## src/design/b64d_pkg.sv

```systemverilog
// Package for the streaming base64 decoder.
// Holds symbol codes, status codes and the result bundle type shared by the
// decoder and the result serializer. No dependencies.
`default_nettype none

package b64d_pkg;

  localparam int unsigned LEN_W  = 16;  // width of byte counts and total_length
  localparam int unsigned SYM_W  = 7;   // six-bit symbol plus marker codes
  localparam int unsigned ACC_W  = 18;  // three pending symbols
  localparam int unsigned GRP_W  = 24;  // one full group of three bytes

  localparam logic [SYM_W-1:0] SYM_SKIP    = 7'd64;
  localparam logic [SYM_W-1:0] SYM_PAD     = 7'd65;
  localparam logic [SYM_W-1:0] SYM_INVALID = 7'd66;

  typedef enum logic [1:0] {
    ST_OK       = 2'd0,
    ST_INVALID  = 2'd1,
    ST_OVERFLOW = 2'd2
  } status_e;

  // Everything one accepted character produces: up to three bytes taken from
  // the top of value, then an optional status result.
  typedef struct packed {
    logic [GRP_W-1:0] value;
    logic [1:0]       nbytes;
    logic             has_status;
    status_e          status;
    logic [LEN_W-1:0] base;
  } bundle_t;

endpackage

`default_nettype wire

```

## src/design/b64d_decode.sv

```systemverilog
// Input register, message state and character decode for the base64 decoder.
// Builds at most one result bundle per character; uses b64d_pkg.
`default_nettype none

module b64d_decode (
  input  wire logic                        clk_i,
  input  wire logic                        rst_ni,
  input  wire logic                        cfg_we_i,
  input  wire logic [15:0]                 cfg_wdata_i,
  input  wire logic                        in_valid_i,
  output      logic                        in_ready_o,
  input  wire logic [7:0]                  in_char_i,
  input  wire logic                        is_last_i,
  input  wire logic                        bundle_free_i,
  output      logic                        bundle_valid_o,
  output      b64d_pkg::bundle_t           bundle_o
);

  logic                             in_valid_q;
  logic [7:0]                       char_q;
  logic                             last_q;
  logic [15:0]                      cap_q;
  logic [b64d_pkg::ACC_W-1:0]       acc_q, acc_d;
  logic [1:0]                       cnt_q, cnt_d;
  logic [b64d_pkg::LEN_W-1:0]       bc_q, bc_d;
  logic                             pad_q, pad_d;
  b64d_pkg::status_e                err_q, err_d, st_final;
  logic [b64d_pkg::SYM_W-1:0]       sym;
  logic                             active;
  logic [1:0]                       nb;
  logic [b64d_pkg::GRP_W-1:0]       val;
  logic [b64d_pkg::LEN_W:0]         sum1, sum2, sum3, cap_ext;
  logic                             no_result;
  logic                             proceed;

  function automatic logic [b64d_pkg::SYM_W-1:0] classify(input logic [7:0] c);
    logic [7:0] d;
    d = 8'd0;
    if (c >= 8'h41 && c <= 8'h5A) begin
      d = c - 8'h41;
    end else if (c >= 8'h61 && c <= 8'h7A) begin
      d = c - 8'h61 + 8'd26;
    end else if (c >= 8'h30 && c <= 8'h39) begin
      d = c - 8'h30 + 8'd52;
    end else if (c == 8'h2B) begin
      d = 8'd62;
    end else if (c == 8'h2F) begin
      d = 8'd63;
    end else if (c == 8'h0A) begin
      d = {1'b0, b64d_pkg::SYM_SKIP};
    end else if (c == 8'h3D) begin
      d = {1'b0, b64d_pkg::SYM_PAD};
    end else begin
      d = {1'b0, b64d_pkg::SYM_INVALID};
    end
    return d[b64d_pkg::SYM_W-1:0];
  endfunction

  assign cap_ext = {1'b0, cap_q};
  assign sum1    = {1'b0, bc_q} + (b64d_pkg::LEN_W+1)'(1);
  assign sum2    = {1'b0, bc_q} + (b64d_pkg::LEN_W+1)'(2);
  assign sum3    = {1'b0, bc_q} + (b64d_pkg::LEN_W+1)'(3);

  always_comb begin
    sym      = classify(char_q);
    active   = (err_q == b64d_pkg::ST_OK) && !pad_q;
    acc_d    = acc_q;
    cnt_d    = cnt_q;
    pad_d    = pad_q;
    err_d    = err_q;
    nb       = 2'd0;
    val      = '0;

    if (active) begin
      if (sym == b64d_pkg::SYM_INVALID) begin
        err_d = b64d_pkg::ST_INVALID;
      end else if (sym == b64d_pkg::SYM_PAD) begin
        pad_d = 1'b1;
      end else if (sym != b64d_pkg::SYM_SKIP) begin
        if (cnt_q == 2'd3) begin
          acc_d = '0;
          cnt_d = 2'd0;
          if (sum3 > cap_ext) begin
            err_d = b64d_pkg::ST_OVERFLOW;
          end else begin
            nb  = 2'd3;
            val = {acc_q, sym[5:0]};
          end
        end else begin
          acc_d = {acc_q[11:0], sym[5:0]};
          cnt_d = cnt_q + 2'd1;
        end
      end
    end

    // A group completing here leaves no pending symbols, so at most one
    // of the group emit and the flush ever fires for a character.
    if (last_q && err_d == b64d_pkg::ST_OK) begin
      if (cnt_d == 2'd3) begin
        if (sum2 > cap_ext) begin
          err_d = b64d_pkg::ST_OVERFLOW;
        end else begin
          nb  = 2'd2;
          val = {acc_d, 6'd0};
        end
      end else if (cnt_d == 2'd2) begin
        if (sum1 > cap_ext) begin
          err_d = b64d_pkg::ST_OVERFLOW;
        end else begin
          nb  = 2'd1;
          val = {acc_d[11:0], 12'd0};
        end
      end
    end

    st_final = err_d;
    bc_d     = bc_q + b64d_pkg::LEN_W'(nb);

    if (last_q) begin
      acc_d = '0;
      cnt_d = 2'd0;
      bc_d  = '0;
      pad_d = 1'b0;
      err_d = b64d_pkg::ST_OK;
    end
  end

  // Characters that produce nothing retire even while the serializer is busy.
  assign no_result      = (nb == 2'd0) && !last_q;
  assign proceed        = in_valid_q && (no_result || bundle_free_i);
  assign in_ready_o     = !in_valid_q || proceed;
  assign bundle_valid_o = proceed && !no_result;

  always_comb begin
    bundle_o.value      = val;
    bundle_o.nbytes     = nb;
    bundle_o.has_status = last_q;
    bundle_o.status     = st_final;
    bundle_o.base       = bc_q;
  end

  always_ff @(posedge clk_i or negedge rst_ni) begin
    if (!rst_ni) begin
      in_valid_q <= 1'b0;
      cap_q      <= 16'hFFFF;
      acc_q      <= '0;
      cnt_q      <= 2'd0;
      bc_q       <= '0;
      pad_q      <= 1'b0;
      err_q      <= b64d_pkg::ST_OK;
    end else begin
      if (cfg_we_i) begin
        cap_q <= cfg_wdata_i;
      end
      if (in_ready_o) begin
        in_valid_q <= in_valid_i;
      end
      if (proceed) begin
        acc_q <= acc_d;
        cnt_q <= cnt_d;
        bc_q  <= bc_d;
        pad_q <= pad_d;
        err_q <= err_d;
      end
    end
  end

  always_ff @(posedge clk_i) begin
    if (in_ready_o && in_valid_i) begin
      char_q <= in_char_i;
      last_q <= is_last_i;
    end
  end

endmodule

`default_nettype wire

```

## src/design/b64d_serial.sv

```systemverilog
// Result register and serializer for the base64 decoder.
// Holds one bundle and hands out its results one request at a time; uses b64d_pkg.
`default_nettype none

module b64d_serial (
  input  wire logic                          clk_i,
  input  wire logic                          rst_ni,
  input  wire logic                          bundle_valid_i,
  input  wire b64d_pkg::bundle_t             bundle_i,
  output      logic                          bundle_free_o,
  output      logic                          out_valid_o,
  input  wire logic                          out_ready_i,
  output      logic [7:0]                    out_byte_o,
  output      logic                          byte_valid_o,
  output      logic                          run_end_o,
  output      logic                          message_end_o,
  output      logic [1:0]                    status_o,
  output      logic [b64d_pkg::LEN_W-1:0]    total_length_o
);

  b64d_pkg::bundle_t  bund_q;
  logic               bvalid_q;
  logic [1:0]         idx_q;
  logic [2:0]         nres;
  logic               last_res;
  logic               take;
  logic               is_byte;

  assign nres     = {1'b0, bund_q.nbytes} + {2'b00, bund_q.has_status};
  assign last_res = ({1'b0, idx_q} + 3'd1) == nres;
  assign take     = bvalid_q && out_ready_i;
  assign is_byte  = idx_q < bund_q.nbytes;

  assign bundle_free_o = !bvalid_q || (take && last_res);
  assign out_valid_o   = bvalid_q;
  assign byte_valid_o  = is_byte;
  assign run_end_o     = last_res;
  assign message_end_o = !is_byte;
  assign status_o      = is_byte ? 2'(b64d_pkg::ST_OK) : 2'(bund_q.status);

  always_comb begin
    case (idx_q)
      2'd0:    out_byte_o = bund_q.value[23:16];
      2'd1:    out_byte_o = bund_q.value[15:8];
      2'd2:    out_byte_o = bund_q.value[7:0];
      default: out_byte_o = 8'd0;
    endcase
    if (!is_byte) begin
      out_byte_o     = 8'd0;
      total_length_o = bund_q.base + b64d_pkg::LEN_W'(bund_q.nbytes);
    end else begin
      total_length_o = bund_q.base + b64d_pkg::LEN_W'(idx_q) + b64d_pkg::LEN_W'(1);
    end
  end

  always_ff @(posedge clk_i or negedge rst_ni) begin
    if (!rst_ni) begin
      bvalid_q <= 1'b0;
      idx_q    <= 2'd0;
    end else begin
      if (bundle_free_o) begin
        bvalid_q <= bundle_valid_i;
        idx_q    <= 2'd0;
      end else if (take) begin
        idx_q <= idx_q + 2'd1;
      end
    end
  end

  always_ff @(posedge clk_i) begin
    if (bundle_free_o && bundle_valid_i) begin
      bund_q <= bundle_i;
    end
  end

endmodule

`default_nettype wire

```

## src/design/base64_stream_decoder_core.sv

```systemverilog
// Channel     Direction  Handshake                  Payload
// input       in         in_valid_i / in_ready_o    in_char_i, is_last_i
// result      out        out_valid_o / out_ready_i  out_byte_o .. total_length_o
// config      in         cfg_we_i                   cfg_wdata_i (out_capacity)
//
// A character is decoded in the cycle after it is accepted; one request enters per cycle
// while in_ready_o is high. Each result needs its own output handshake, so a character giving
// n results holds the serializer until all n are taken; newline and pending symbols skip it.
// Reset clears all message state and sets the capacity to 65535.
// A stalled output fills the bundle register, then the input register, then drops in_ready_o.
//
// Top level of the streaming base64 decoder; instantiates b64d_decode and
// b64d_serial and uses b64d_pkg.
`default_nettype none

module base64_stream_decoder_core (
  input  wire logic                        clk_i,
  input  wire logic                        rst_ni,
  input  wire logic                        cfg_we_i,
  input  wire logic [15:0]                 cfg_wdata_i,
  input  wire logic                        in_valid_i,
  output      logic                        in_ready_o,
  input  wire logic [7:0]                  in_char_i,
  input  wire logic                        is_last_i,
  output      logic                        out_valid_o,
  input  wire logic                        out_ready_i,
  output      logic [7:0]                  out_byte_o,
  output      logic                        byte_valid_o,
  output      logic                        run_end_o,
  output      logic                        message_end_o,
  output      logic [1:0]                  status_o,
  output      logic [b64d_pkg::LEN_W-1:0]  total_length_o
);

  logic               bundle_valid;
  logic               bundle_free;
  b64d_pkg::bundle_t  bundle;

  b64d_decode u_decode (
    .clk_i          (clk_i),
    .rst_ni         (rst_ni),
    .cfg_we_i       (cfg_we_i),
    .cfg_wdata_i    (cfg_wdata_i),
    .in_valid_i     (in_valid_i),
    .in_ready_o     (in_ready_o),
    .in_char_i      (in_char_i),
    .is_last_i      (is_last_i),
    .bundle_free_i  (bundle_free),
    .bundle_valid_o (bundle_valid),
    .bundle_o       (bundle)
  );

  b64d_serial u_serial (
    .clk_i          (clk_i),
    .rst_ni         (rst_ni),
    .bundle_valid_i (bundle_valid),
    .bundle_i       (bundle),
    .bundle_free_o  (bundle_free),
    .out_valid_o    (out_valid_o),
    .out_ready_i    (out_ready_i),
    .out_byte_o     (out_byte_o),
    .byte_valid_o   (byte_valid_o),
    .run_end_o      (run_end_o),
    .message_end_o  (message_end_o),
    .status_o       (status_o),
    .total_length_o (total_length_o)
  );

`ifndef SYNTHESIS
  // The status result always closes the run of its character.
  a_status_ends_run: assert property (@(posedge clk_i) disable iff (!rst_ni)
    out_valid_o && message_end_o |-> run_end_o && !byte_valid_o)
    else $error("status result does not end its run");

  // Byte results carry status ok, and status codes stay in range.
  a_status_codes: assert property (@(posedge clk_i) disable iff (!rst_ni)
    out_valid_o |-> (byte_valid_o && status_o == b64d_pkg::ST_OK) ||
                    (!byte_valid_o && status_o != 2'd3))
    else $error("bad status on result");

  // Within a run the length grows by one per byte and holds for the status.
  a_length_step: assert property (@(posedge clk_i) disable iff (!rst_ni)
    out_valid_o && out_ready_i && byte_valid_o && !run_end_o |=>
      out_valid_o &&
      ((byte_valid_o && total_length_o == $past(total_length_o) + 16'd1) ||
       (message_end_o && total_length_o == $past(total_length_o))))
    else $error("total_length out of step within a run");
`endif

endmodule

`default_nettype wire

```

## config.mk

```make
export PLATFORM = sky130hd
export DESIGN_NAME = base64_stream_decoder_core
export DESIGN_NICKNAME = d
export VERILOG_FILES = /design/src/design/b64d_pkg.sv /design/src/design/b64d_decode.sv /design/src/design/b64d_serial.sv /design/src/design/base64_stream_decoder_core.sv
export SDC_FILE = /design/constraint.sdc
export NUM_CORES = 1
export LEC_CHECK = 0
export BUFFER_PORTS_ARGS = -buffer_cell sky130_fd_sc_hd__buf_2
export CORE_MARGIN = 4
export CORE_UTILIZATION = 45
export CTS_BUF_LIST = sky130_fd_sc_hd__clkbuf_4 sky130_fd_sc_hd__clkbuf_8 sky130_fd_sc_hd__clkbuf_16
export DETAILED_ROUTE_END_ITERATION = 12
export PLACE_DENSITY_LB_ADDON = 0.2
export REMOVE_ABC_BUFFERS = 1
export SYNTH_ARGS = -nofsm -noshare
export SYNTH_HDL_FRONTEND = slang
export SYNTH_SLANG_ARGS = --single-unit
```

## constraint.sdc

```tcl
create_clock -name clk_i -period 4.5 [get_ports clk_i]
set_input_delay 0.45 -clock clk_i [delete_from_list [all_inputs] [get_ports clk_i]]
set_output_delay 0.45 -clock clk_i [all_outputs]
set_load 0.01 [all_outputs]
```

# Word-level counts from Yosys, hierarchy flattened
# Cells that the tools add are included.
# classes
order_cmp	10
add_sub_neg	16
mux	64
n_eq_ne	14
reduce_logical	29
# ops
cell	n
24-bit 2-to-1 mux	11
18-bit 2-to-1 mux	6
2-bit 2-to-1 mux	34
17-bit by 16-bit greater-than comparator with 1-bit output	3
16-bit by 2-bit adder with 16-bit output	3
7-bit 2-to-1 mux	5
16-bit by 2-bit adder with 17-bit output, second input constant	2
16-bit 2-to-1 mux	2
8-bit by 6-bit equality test with 1-bit output, second input constant	3
8-bit one-hot mux with 3 select lines	1
16-bit by 1-bit adder with 17-bit output, second input constant	1
16-bit by 1-bit adder with 16-bit output, second input constant	1
8-bit by 7-bit greater-or-equal comparator with 1-bit output, second input constant	2
8-bit by 7-bit less-or-equal comparator with 1-bit output, second input constant	2
7-bit equality test, second input constant	2
7-bit subtractor, second input constant	2
1-bit logical AND	12
2-bit equality test, second input constant	4
8-bit by 4-bit equality test with 1-bit output, second input constant	1
8-bit by 6-bit greater-or-equal comparator with 1-bit output, second input constant	1
8-bit by 6-bit less-or-equal comparator with 1-bit output, second input constant	1
2-bit logical NOT	4
8-bit 2-to-1 mux	1
7-bit by 5-bit adder with 7-bit output, second input constant	1
other kinds (15)	28
# totals
output_inout_bits	31
word_cells	149
input_bits	30
regBits	113

# Longest topological paths before layout
# depth
depth_word	23
depth_mapped	28
depth_no_buf	25

# Hierarchy
# Synthesis repeated with hierarchy kept, for this count alone.
# unflattened
hier_cells	903
area_unflattened_um2	8640.8
# modules_own_cells
mod	seq_area_each_um2	cells_each	n_inst	area_each_um2
b64d_decode	1691.6	749	1	6428.7
b64d_serial	1426.4	154	1	2212.1

# Least setup slack after synthesis
# OpenSTA, ideal clock, no wires.
# synth_timing
path_type	flip-flop to flip-flop
from	reg u_decode.bc_q[3] (netlist bit)
to	reg u_serial.bund_q[0] (netlist bit), enable pin
period_less_slack_ps	4978
t_required_ps	4052
setup_time_ps	448
path_buffers	2
path_slack_ps	-478
arrival_time_ps	4531
stages_incl_launch_ff	16
path_cell_list	dfrtp_1 > buf_2 > and2_1 > and3_1 > nor2b_1 > nand3_1 > xnor2_1 > ha_1 > nand4_1 > nor4_1 > a21oi_1 > nor2_1 > a21o_1 > a31oi_2 > buf_6 > nor2_1
# synth_between
elab_chain_cells	18
word_cells_on_any_way	32
classes_between	add/sub: 3; order compare: 3; mux: 17; reduce/logical: 9
# synth_lines
item	line	text
start, declared	b64d_decode.sv:25	logic [b64d_pkg::LEN_W-1:0] bc_q, bc_d;
start signal, assigned	b64d_decode.sv:148	bc_q <= '0;
start signal, assigned	b64d_decode.sv:161	bc_q <= bc_d;
16-bit by 2-bit adder with 17-bit output	b64d_decode.sv:62	assign sum3 = {1'b0, bc_q} + (b64d_pkg::LEN_W+1)'(3);
17-bit by 16-bit greater-than comparator with 1-bit output	b64d_decode.sv:83	if (sum3 > cap_ext) begin
2-bit 2-to-1 mux	b64d_decode.sv:83	
2-bit 2-to-1 mux	b64d_decode.sv:80	if (cnt_q == 2'd3) begin
2-bit 2-to-1 mux	b64d_decode.sv:79	end else if (sym != b64d_pkg::SYM_SKIP) begin
2-bit 2-to-1 mux	b64d_decode.sv:77	end else if (sym == b64d_pkg::SYM_PAD) begin
2-bit 2-to-1 mux	b64d_decode.sv:75	if (sym == b64d_pkg::SYM_INVALID) begin
2-bit 2-to-1 mux	b64d_decode.sv:74	if (active) begin
(+2 left out)	-	
2-bit 2-to-1 mux	b64d_decode.sv:99	if (cnt_d == 2'd3) begin
2-bit 2-to-1 mux (*)	b64d_decode.sv:98	if (last_q && err_d == b64d_pkg::ST_OK) begin
2-bit logical NOT (*)	b64d_decode.sv:129	assign no_result = (nb == 2'd0) && !last_q;
1-bit logical AND (*)	b64d_decode.sv:129	
1-bit logical OR	b64d_decode.sv:130	assign proceed = in_valid_q && (no_result || bundle_free_i);
1-bit logical AND	b64d_decode.sv:130	
1-bit logical AND (*)	b64d_decode.sv:132	assign bundle_valid_o = proceed && !no_result;
1-bit logical AND (*)	b64d_serial.sv:71	if (bundle_free_o && bundle_valid_i) begin
end signal, assigned	b64d_serial.sv:72	bund_q <= bundle_i;
end, declared	b64d_serial.sv:21	b64d_pkg::bundle_t bund_q;
# Every way passes the cells marked *; elsewhere a longest branch is shown, timed or not.
# A chain may end at the register's enable or synchronous reset.

# Worst setup path in the final report
# layout_timing
from	reg u_decode.bc_q[8] (netlist bit)
to	reg u_decode.bc_q[8] (netlist bit)
# layout_between
elab_chain_cells	16
word_cells_on_any_way	31
classes_between	add/sub: 4; order compare: 3; mux: 18; reduce/logical: 6
# layout_lines
item
branches (longest 16 deep; another with 16-bit by 2-bit adder with 17-bit output)
# Parallel ways; which one is timed is not known.

==> flow_summary.json <==
{
  "antenna_found_initial": 0,
  "p_per_area_nw_per_um2": 417,
  "firstDrtPassIters": 5,
  "drt-initial-drc-count": 586,
  "cp_num_cells": 21,
  "post-dp-hpwl_mm": 16.0,
  "rsz0062_at_grt": "yes",
  "peakVddDrop_uv": 415,
  "hp-class": "input pin to asynchronous set/reset pin",
  "io-pin-count": 61,
  "dpl_worst_slack_ns": -0.0945,
  "synth_edf_count": 54,
  "grt_pass1_vias": 6523,
  "clk_path_buf_depth": 2,
  "slew_headroom_pct": 34.9,
  "syn_inst": 868,
  "die_w_um": 143,
  "synthesis.area_um2": 8210,
  "routed_wl_mm": 22.0,
  "critPathMaxStageDelay_ns": 0.56,
  "vias_per_cell": 5.65,
  "finalClockSkew_ns": 0.00780,
  "fmax_mhz": 219,
  "area_growth_pct": 23.6,
  "clock-sinks": 113,
  "cpMaxStageDelayCell": "or4_4",
  "syn_avg_cell_area_um2": 9.45,
  "status": "finished, violations left",
  "crit_type": "register to register",
  "ys_warn_count": 0,
  "period_minus_slack_ns": 4.57,
  "n_antenna_cell": 0,
  "grt_max_degree": 46,
  "die-area_um2": 20500,
  "cp_common_cell": "buf_6",
  "clock_latency_ns": 0.42,
  "numPortBuffers": 60,
  "synth_area_leader_cell": "edfxtp_1",
  "synth_top_cells_by_area": "edfxtp_1, dfrtp_1, ha_1",
  "antenna_left": 0,
  "row_count": 49,
  "drv_slew": 0,
  "synth_ff_type": "edfxtp_1",
  "holdBufCountCts": 0,
  "hold_viol": 0,
  "leakage_nw": 4.51,
  "final_cells": 1238,
  "overflow": 0,
  "violations": "setup timing",
  "ys_types": 79,
  "drive_gt1_share_pct": 27.9,
  "r2r_cells": 21,
  "cp_max_fo": 5,
  "initial_utilization_pct": 45.7,
  "finalCritPeriodShare_pct": 102,
  "synthArstFlopShare_pct": 52.2,
  "clk_pin_slew_worst_paths_ns": 0.06,
  "crit_path_cell_trace": "buf_6 -> nand4_4 -> buf_6 -> nor3_4 -> nand2_1 -> xnor2_1 -> ha_1 -> a211o_1 -> a2111oi_4 -> a211oi_2 -> a41oi_2 -> o21a_1 -> and2_4 -> nor2_1 -> or2_4 -> fa_2 -> inv_2 -> and3_4 -> o21ai_4 -> or4_4 -> nand2_2",
  "root_buffer": "clkbuf_16",
  "seq_area_frac_synth_pct": 38.0,
  "setup_viol": 2,
  "cts_buffers": 17,
  "cts_tree": "built",
  "setup_tns_ns": -0.0895,
  "dr_total_vias": 6998,
  "ys_ff_latch": 113,
  "synth_top_area_share_pct": 19.8,
  "path_delay_family": "simple AND/OR/NAND/NOR gates",
  "worstPathRequired_ns": 4.86,
  "fin_ws_ns": -0.0683,
  "core_um2": 18000,
  "grt_pass1_wl_mm": 34.7,
  "drcViolationCount": 0,
  "cp-start-kind": "register",
  "place_congestion": 0.971,
  "htreeDepth": 4,
  "dp_cells": 1181,
  "endpoint_kind": "register",
  "avgRoutedWirePerCell_um": 17.8,
  "fp.dieH_um": 143,
  "drv_cap": 0,
  "grtUsageTotal_pct": 21.5,
  "cp_num_buf_inv": 3,
  "final_nets": 1102,
  "tightest_slew_ns": 0.976,
  "cp.arrival_ns": 4.93
}
[worst paths after layout]
check,from,slack [ns],end
hold / removal,rst_ni,0.19,u_decode.bc_q[15]
setup reg to reg,u_decode.bc_q[8],-0.07,u_decode.bc_q[8]
min in group clk_i,in_char_i[2],0.20,u_decode.char_q[2]
hold reg to reg,u_serial.out_valid_o,0.53,u_serial.idx_q[1]
setup / recovery,u_decode.bc_q[8],-0.07,u_decode.bc_q[8]
max in group asynchronous,rst_ni,3.42,u_decode.bc_q[2]
[state kept, by name, summed over array words and instances, names as in the netlist]
signal and flops:
u_decode.err_q 2, u_decode.cap_q 16, u_serial.out_valid_o 1, u_serial.idx_q 2, u_decode.pad_q 1, u_decode.last_q 1
u_decode.bc_q 16, u_decode.acc_q 18, u_decode.char_q 8, u_decode.cnt_q 2, u_decode.in_valid_q 1, u_serial.bund_q 45
[timing repair]
action,in CTS,in global routing
resized for setup,13,61
pin swaps,0,43
setup endpoints to repair,7,13
buffers inserted,4,21
[Yosys cell counts, types with 5 or more instances]
master / count
nand3_1: 23
a31oi_1: 6
edfxtp_1: 54
a221oi_1: 7
nor2_1: 70
nand2_1: 104
a22oi_1: 5
o211ai_1: 10
o31ai_1: 13
a22o_1: 14
buf_4: 8
nand2b_1: 10
nand4_1: 12
or3_1: 5
xor2_1: 29
buf_2: 15
o21ai_0: 30
o21ai_1: 6
a222oi_1: 8
and3_1: 16
nor2b_1: 8
dfstp_2: 16
xnor2_1: 42
ha_1: 73
dfrtp_1: 43
a21o_1: 9
clkbuf_1: 20
a21oi_1: 38
and2_1: 8
inv_1: 41
or4_1: 6
a2bb2oi_1: 9
o21a_1: 11
o211a_1: 5
nor3_1: 12
[per-layer routing]
layer	vias up	share of wire [%]	GRT usage [%]
met4	0	1.8	6.15
met3	32	5.8	4.09
met1	3336	49	32.7
met2	207	44	31.1
li1	3423	-	-
met5	-	0	0
[per-stage QoR]
stage               util (%)  hold WS (ns)  power (mW)  instance area, µm²
floorplan                  -         0.154        2.32                7950
global placement        50.7         0.507        2.86                9110
detailed placement      50.7         0.518        2.87                9110
CTS                     54.3         0.188        4.20                9750
global route            56.5         0.184        4.49               10100
finish                  56.5         0.195        4.23               10100
[placed cells by master (no fill, tap or decap), types with 7 or more instances in the layout]
cell type  synthesis  routed
and3_1            16      12
buf_6              3       7
a221oi_1           7       7
nand2_1          104     101
nand4_1           12      12
edfxtp_1          54      54
ha_1              73      68
o211ai_1          10      10
a22o_1            14      14
nand3_1           23      19
o21a_1            11      11
xnor2_1           42      42
dfstp_2           16      16
a222oi_1           8       8
o21ai_0           30      29
xor2_1            29      29
nor2_1            70      60
buf_4              8      91
inv_1             41      38
nand2b_1          10      10
nor2_2             2      11
dfrtp_2            0       7
dfrtp_1           43      36
clkbuf_16          0      17
nor2b_1            8       7
a21o_1             9       9
a21oi_1           38      37
a2bb2oi_1          9       9
o31ai_1           13      13
buf_2             15      60
nor3_1            12      10
[cell type report]
type | instances | area [µm²]
Tap cell | 229 | 287
Sequential cell | 113 | 3130
Clock buffer | 17 | 425
Clock inverter | 15 | 149
Inverter | 41 | 154
Timing Repair Buffer | 159 | 1080
Fill cell | 1578 | 7820
Multi-Input combinational cell | 664 | 4920
[power by group]
part	internal, mW	switching (mW)
logic	0.584	0.920
registers	1.27	0.131
clock network	0.775	0.546
[logic make-up after synthesis]
logic type | share of synthesized area (%)
AND/OR/NAND/NOR | 18.1
AO/OA/AOI/OAI | 18.6
flip-flops | 38.0
buffers and inverters | 5.03
adder cells (fa/ha/maj) | 11.9
XOR/XNOR | 7.58
multiplexers | 0.762
(Power assumes the default switching activity.)
